**config.mk**
```make
export PLATFORM = sky130hd
export DESIGN_NAME = fdli_ctrl
export DESIGN_NICKNAME = d
export VERILOG_FILES = /design/src/sv/fdli_pkg.sv /design/src/sv/fdli_ctrl.sv
export SDC_FILE = /design/constraint.sdc
export NUM_CORES = 1
export LEC_CHECK = 0
export BUFFER_PORTS_ARGS = -buffer_cell sky130_fd_sc_hd__buf_2
export CAP_MARGIN = 20
export CORE_MARGIN = 2
export CORE_UTILIZATION = 35
export DETAILED_ROUTE_END_ITERATION = 8
export SLEW_MARGIN = 20
export SYNTH_ARGS = -nofsm -noshare
export SYNTH_HDL_FRONTEND = slang
export SYNTH_SLANG_ARGS = --single-unit
```
**constraint.sdc**
```tcl
create_clock -name clk_i -period 1.7 [get_ports clk_i]
set_clock_uncertainty 0.1 [all_clocks]
set_input_delay 0.255 -clock clk_i [delete_from_list [all_inputs] [get_ports clk_i]]
set_output_delay 0.255 -clock clk_i [all_outputs]
set_load 0.005 [all_outputs]
```
**src/sv/fdli_pkg.sv**
```systemverilog
// Shared types and constants for the fractional delay line interpolator.
// Used by fdli_ctrl, fdli_dp and the top level; depends on nothing.
`timescale 1ns / 1ps
package fdli_pkg;

  // Delay memory geometry (the length is a power of two so taps wrap by masking)
  localparam int ADDR_W       = 14;
  localparam int DELAY_LENGTH = 1 << ADDR_W;

  // Field widths
  localparam int SAMPLE_W = 24;
  localparam int DELAY_W  = 22;
  localparam int FRAC_W   = 8;
  localparam int IP_W     = DELAY_W - FRAC_W;
  localparam int RAMP_W   = 16;
  localparam int STEP_W   = DELAY_W + 1;
  localparam int PROD_W   = SAMPLE_W + FRAC_W + 2;

  // Configuration port
  localparam int CFG_IDX_W  = 1;
  localparam int CFG_DATA_W = DELAY_W;
  localparam logic [CFG_IDX_W-1:0] REG_TARGET_DELAY = 1'b0;
  localparam logic [CFG_IDX_W-1:0] REG_RAMP_SAMPLES = 1'b1;

  // Reset values
  localparam logic [DELAY_W-1:0] TARGET_RESET = DELAY_W'(1228800);
  localparam logic [RAMP_W-1:0]  RAMP_RESET   = RAMP_W'(441);

  // Glide step divider: one quotient bit per cycle
  localparam int DIV_ITERS = DELAY_W;
  localparam int DIV_CNT_W = $clog2(DIV_ITERS);

  // Commands from controller to datapath
  typedef struct packed {
    logic clr;       // clearing pass: write zero at the clear address
    logic accept;    // input request taken, run the target change check
    logic div_step;  // one divider iteration
    logic div_last;  // last divider iteration, store the step
    logic rd_b;      // read second tap, capture first tap
    logic mul;       // form the fraction product
    logic fin;       // load result, write sample, advance pointer and glide
  } dp_cmd_t;

  // Status from datapath to controller
  typedef struct packed {
    logic clr_last;  // clear address is at the last word
    logic tgt_chg;   // target differs from the last target seen
    logic ramp_zero; // glide length is zero
  } dp_stat_t;

endpackage

```
**src/sv/fdli_ctrl.sv**
```systemverilog
// Sequencer for the fractional delay line: clear pass, divide, tap reads,
// interpolation and result handoff. Depends on fdli_pkg.
`timescale 1ns / 1ps
module fdli_ctrl import fdli_pkg::*; (
  input  logic     clk_i,
  input  logic     rst_ni,
  input  logic     in_valid_i,
  output logic     in_ready_o,
  output logic     out_valid_o,
  input  logic     out_ready_i,
  input  dp_stat_t stat_i,
  output dp_cmd_t  cmd_o
);

  localparam logic [2:0] S_CLEAR = 3'd0;
  localparam logic [2:0] S_IDLE  = 3'd1;
  localparam logic [2:0] S_DIV   = 3'd2;
  localparam logic [2:0] S_RDA   = 3'd3;
  localparam logic [2:0] S_RDB   = 3'd4;
  localparam logic [2:0] S_MUL   = 3'd5;
  localparam logic [2:0] S_FIN   = 3'd6;

  logic [2:0]           state_q, state_d;
  logic [DIV_CNT_W-1:0] cnt_q, cnt_d;
  logic                 out_valid_q, out_valid_d;
  logic                 slot_free;

  assign slot_free = !out_valid_q || out_ready_i;

  // Next state and commands
  always_comb begin
    state_d    = state_q;
    cnt_d      = cnt_q;
    cmd_o      = '0;
    in_ready_o = 1'b0;
    case (state_q)
      S_CLEAR: begin
        cmd_o.clr = 1'b1;
        if (stat_i.clr_last) begin
          state_d = S_IDLE;
        end
      end
      S_IDLE: begin
        in_ready_o = 1'b1;
        if (in_valid_i) begin
          cmd_o.accept = 1'b1;
          cnt_d        = '0;
          if (stat_i.tgt_chg && !stat_i.ramp_zero) begin
            state_d = S_DIV;
          end else begin
            state_d = S_RDA;
          end
        end
      end
      S_DIV: begin
        cmd_o.div_step = 1'b1;
        if (cnt_q == DIV_CNT_W'(DIV_ITERS - 1)) begin
          cmd_o.div_last = 1'b1;
          state_d        = S_RDA;
        end else begin
          cnt_d = cnt_q + DIV_CNT_W'(1);
        end
      end
      S_RDA: begin
        state_d = S_RDB;
      end
      S_RDB: begin
        cmd_o.rd_b = 1'b1;
        state_d    = S_MUL;
      end
      S_MUL: begin
        cmd_o.mul = 1'b1;
        state_d   = S_FIN;
      end
      S_FIN: begin
        if (slot_free) begin
          cmd_o.fin = 1'b1;
          state_d   = S_IDLE;
        end
      end
      default: begin
        state_d = S_IDLE;
      end
    endcase
  end

  // Output valid holds until the result is taken
  always_comb begin
    out_valid_d = out_valid_q;
    if (cmd_o.fin) begin
      out_valid_d = 1'b1;
    end else if (out_ready_i) begin
      out_valid_d = 1'b0;
    end
  end

  always_ff @(posedge clk_i or negedge rst_ni) begin
    if (!rst_ni) begin
      state_q     <= S_CLEAR;
      cnt_q       <= '0;
      out_valid_q <= 1'b0;
    end else begin
      state_q     <= state_d;
      cnt_q       <= cnt_d;
      out_valid_q <= out_valid_d;
    end
  end

  assign out_valid_o = out_valid_q;

endmodule

```
Word-level counts from Yosys, hierarchy flattened
Index checks and enable logic that the tools add are counted.
{"block": "word_totals", "register_bits": 9, "latch_bits": 0, "ramBits": 0, "mem_bits_ro": 0, "input_bits": 7, "output_inout_bits": 9, "word_cells": 46, "memories": 0}
{"block": "classes", "add_sub_neg": 1, "mul": 0, "div_mod_pow": 0, "n_lt_le_gt_ge": 0, "eq_ne": 12, "shifts": 0, "n_mux": 21, "bitwise": 0, "reduce_logical": 9}
{"operator": "one-hot mux 3 bit (7 select lines)", "count": 1}
{"operator": "2-to-1 mux 1 bit", "count": 12}
{"operator": "2-to-1 mux 3 bit", "count": 4}
{"operator": "2-to-1 mux 5 bit", "count": 2}
{"operator": "!= test 2 bit, second input constant", "count": 5}
{"operator": "one-hot mux 5 bit (2 select lines)", "count": 1}
{"operator": "== test 3 bit, second input constant", "count": 3}
{"operator": "== test 3 x 2 -> 1 bit, second input constant", "count": 2}
{"operator": "adder 5 x 1 -> 5 bit, second input constant", "count": 1}
{"operator": "== test 5 bit, second input constant", "count": 1}
{"operator": "AND reduction 4 bit", "count": 1}
{"operator": "nonzero test 2 bit", "count": 2}
{"operator": "== test 3 x 1 -> 1 bit, second input constant", "count": 1}
{"operator": "logical NOT 3 bit", "count": 1}
{"operator": "AND reduction 3 bit", "count": 1}
{"operator": "logical NOT 1 bit", "count": 2}
{"operator": "2-to-1 mux 2 bit", "count": 1}
{"operator": "logical AND 1 bit", "count": 1}
{"operator": "logical OR 1 bit", "count": 1}

Logic depth before layout (Yosys ltp)
{"block": "logic_depth", "depth_word": 5, "depth_mapped": 5, "depth_no_buf": 5}

Worst setup path before layout
No wires, ideal clock.
{"block": "synth_path", "path_kind": "flip-flop to output port", "startpoint": "register cnt_q[1]", "endpoint": "output cmd_o[3] (netlist bit)", "arrival_ns": 1.049, "t_required_ns": 1.345, "setup_slack_ns": 0.296, "path_stages_with_launch": 5, "n_path_buf": 0, "cell_sequence": "dfrtp_1 > inv_1 > ha_1 > nand4b_2 > nor4b_2"}
{"item": "from (decl)", "line_no": "fdli_ctrl.sv:24", "text": "logic [DIV_CNT_W-1:0] cnt_q, cnt_d;"}
{"item": "from (signal assigned)", "line_no": "fdli_ctrl.sv:104", "text": "cnt_q <= cnt_d;"}
{"item": "to (decl)", "line_no": "fdli_ctrl.sv:12", "text": "output dp_cmd_t cmd_o"}

==> qor.yml <==
worstMarginPinSlew_ns: 0.297
fin_crit_ns: 1.68
peakVddDrop_mv: 0.859
grt_pass1_vias: 438
final-hold-violation-count: 0
start_util_pct: 38.4
cap_violations: 0
viasPerCell: 5.26
fin_crit_sh_pct: 99.1
clock-sinks: 9
dpl_worst_slack_ns: 0.201
max_freq_ghz: 0.594
worstPathRequired_ns: 1.34
setup_viol: 0
fp-row-count: 14
async_reset_ff_share_pct: 100
status: "complete, no violations"
detail_route.iter0.violations: 10
place_congestion: 0.722
cts_root_buf: "clkbuf_4"
grt_max_degree: 14
grt_util_all_layers_pct: 14.1
die_w_um: 45.3
synth_most_common_cell: "dfrtp_1"
wl_per_cell_um: 12.3
grt_pass1_wl_um: 2010
p_int_uw: 801
ant_nets: 0
rsz0062_at_grt: "true"
antenna_found_initial: 0
synth.top_cell.area_share_pct: 37.7
p_leak_nw: 0.437
synthCells: 58
slew-limit-headroom_pct: 80.0
routed_wl_um: 1200
p_switching_uw: 519
crit_fanout: 2
swShare_pct: 39.3
powerDensity_nw_per_um2: 1650
cp-end-kind: "output port"
critPathLaunchType: "flop"
hold_ws_ns: 0.221
ys_seq_elements: 9
p_total_mw: 1.32
clkPwrFrac_pct: 12.5
yosysSeqAreaShare_pct: 37.7
route.detailed.drc: 0
clock_path_buffers: 2
avgSynthCellArea_sq_um: 10.3
cts_tree: "yes"
die-area_sq_um: 2060
ys_types: 34
synth_nets: 67
ys_top_cells_by_area: "dfrtp_1 38%, mux2i_1 5.0%, ha_1 4.2%"
reg2reg_slack_ns: 0.18
synth_edf_count: 0
cp.arrival_ns: 1.33
slew_violations: 0
pwr-share-seq_pct: 35.8
critical_path_class: "flop to output port"
first_pass_iters: 3
holdCritPathClass: "input port to flop"
fin_nets: 92
vias: 515
hpwlAfterDp_um: 812
numPortBuffers: 15
ys.flop_type: "dfrtp_1"
clkTransAtPathRegs_ns: 0.06
netlist.top_cell.by_area: "dfrtp_1"
worst_slack_ns: 0.0158
cts_max_level: 1
combPwrFrac_pct: 51.7
yosys_warnings: 0
die_y_um: 45.3
diodes: 0
syn_area_sq_um: 598
clk_latency_ns: 0.26
cts_inserted_buffers: 3
synth_top_cells_by_count: "9 x dfrtp_1, 4 x nor2_1, 3 x mux2i_1, 3 x nand2_1, 3 x nand2b_1"
drive_gt1_share_pct: 47.6
grt-ovfl-total: 0
core_sq_um: 1560
io_pins: 16
area_growth_pct: 34.1
[layer usage]
layer | share of wire (%) | wire (um) | track usage (%)
met5 | 0 | 0 | 0
met4 | 0.75 | 9 | 3.53
met3 | 7.5 | 90 | 6.40
met2 | 47 | 570 | 21.1
met1 | 44 | 534 | 18.3
[final cells by class]
class / instances / area, sq um
sequential: 9 / 229
timing repair buffer: 24 / 145
fill: 140 / 757
inverter: 3 / 11.3
multi-input combinational: 42 / 370
tap: 16 / 20.0
clock buffer: 4 / 26.3
[worst max-delay path, cell delays in order, from the launching register on]
cell,delay [ns]
dfrtp_1,0.39
inv_2,0.06
ha_4,0.13
nand4b_4,0.09
nor4b_2,0.25
buf_2,0.15
[what timing repair did]
item / in CTS / in global routing
setup buffers: 2 / 5
hold buffers: 1 / 0
endpoints found under the setup margin: 5 / 7
resized for setup: 3 / 5
pin swaps: 2 / 2
hold endpoints to repair: 9 / 0
[metrics by stage]
stage          util (%)  TNS [ns]  instances  instance area [sq um]
2_1_floorplan         -         0         58                    598
3_3_place_gp       43.1         0         86                    672
3_5_place_dp       43.1         0         86                    672
4_1_cts            47.6  -0.00561         93                    742
5_1_grt            51.4   -0.0936         98                    802
6_report           51.4         0         98                    802
[kinds of logic (layout without fill, tap and decap cells)]
| logic type | Yosys count | after routing | share of synthesized area, % |
|---|---|---|---|
| AOI/OAI and AO/OA | 11 | 11 | 14.9 |
| xor gates and xnor gates | 2 | 2 | 2.93 |
| adders and majority gates | 2 | 2 | 4.18 |
| buffers and inverters | 7 | 31 | 6.69 |
| DFF | 9 | 9 | 37.7 |
| muxes | 3 | 3 | 5.02 |
| and+or+nand+nor | 24 | 24 | 28.7 |
[power groups by stage]
| stage | Sequential (mW) | Clock [mW] | Combinational [mW] |
|---|---|---|---|
| 5_1_grt | 0.497 | 0.187 | 0.774 |
| 3_3_place_gp | 0.489 | 0 | 0.483 |
| 2_1_floorplan | 0.391 | 0 | 0.482 |
| 4_1_cts | 0.490 | 0.172 | 0.558 |
| 6_report | 0.472 | 0.165 | 0.683 |
| 3_5_place_dp | 0.491 | 0 | 0.490 |
[cell usage in the layout (no fill, tap or decap), types with 2 or more instances in the layout]
cell / n
mux2i_1: 3
a22o_1: 2
clkbuf_4: 3
buf_4: 8
buf_2: 15
dfrtp_1: 6
inv_2: 2
nand2_1: 3
a21oi_1: 2
nand2b_1: 3
dfrtp_2: 3
nor2_1: 4
nand3b_1: 2
nor3_1: 2
[final timing paths]
check,start,to,cells past startpoint
min,out_ready_i,out_valid_o,3
max,cnt_q[1],cmd_o[3],5
max in group asynchronous,rst_ni,state_q[2],2
min reg2reg,cnt_q[3],cnt_q[3],2
max reg2reg,state_q[0],cnt_q[4],5
min in group asynchronous,rst_ni,out_valid_o,2
[flip-flops by register name, summed over array words and instances, names as in the netlist]
register     cells
state_q          3
out_valid_o      1
cnt_q            5
(Power assumes the default switching activity.)
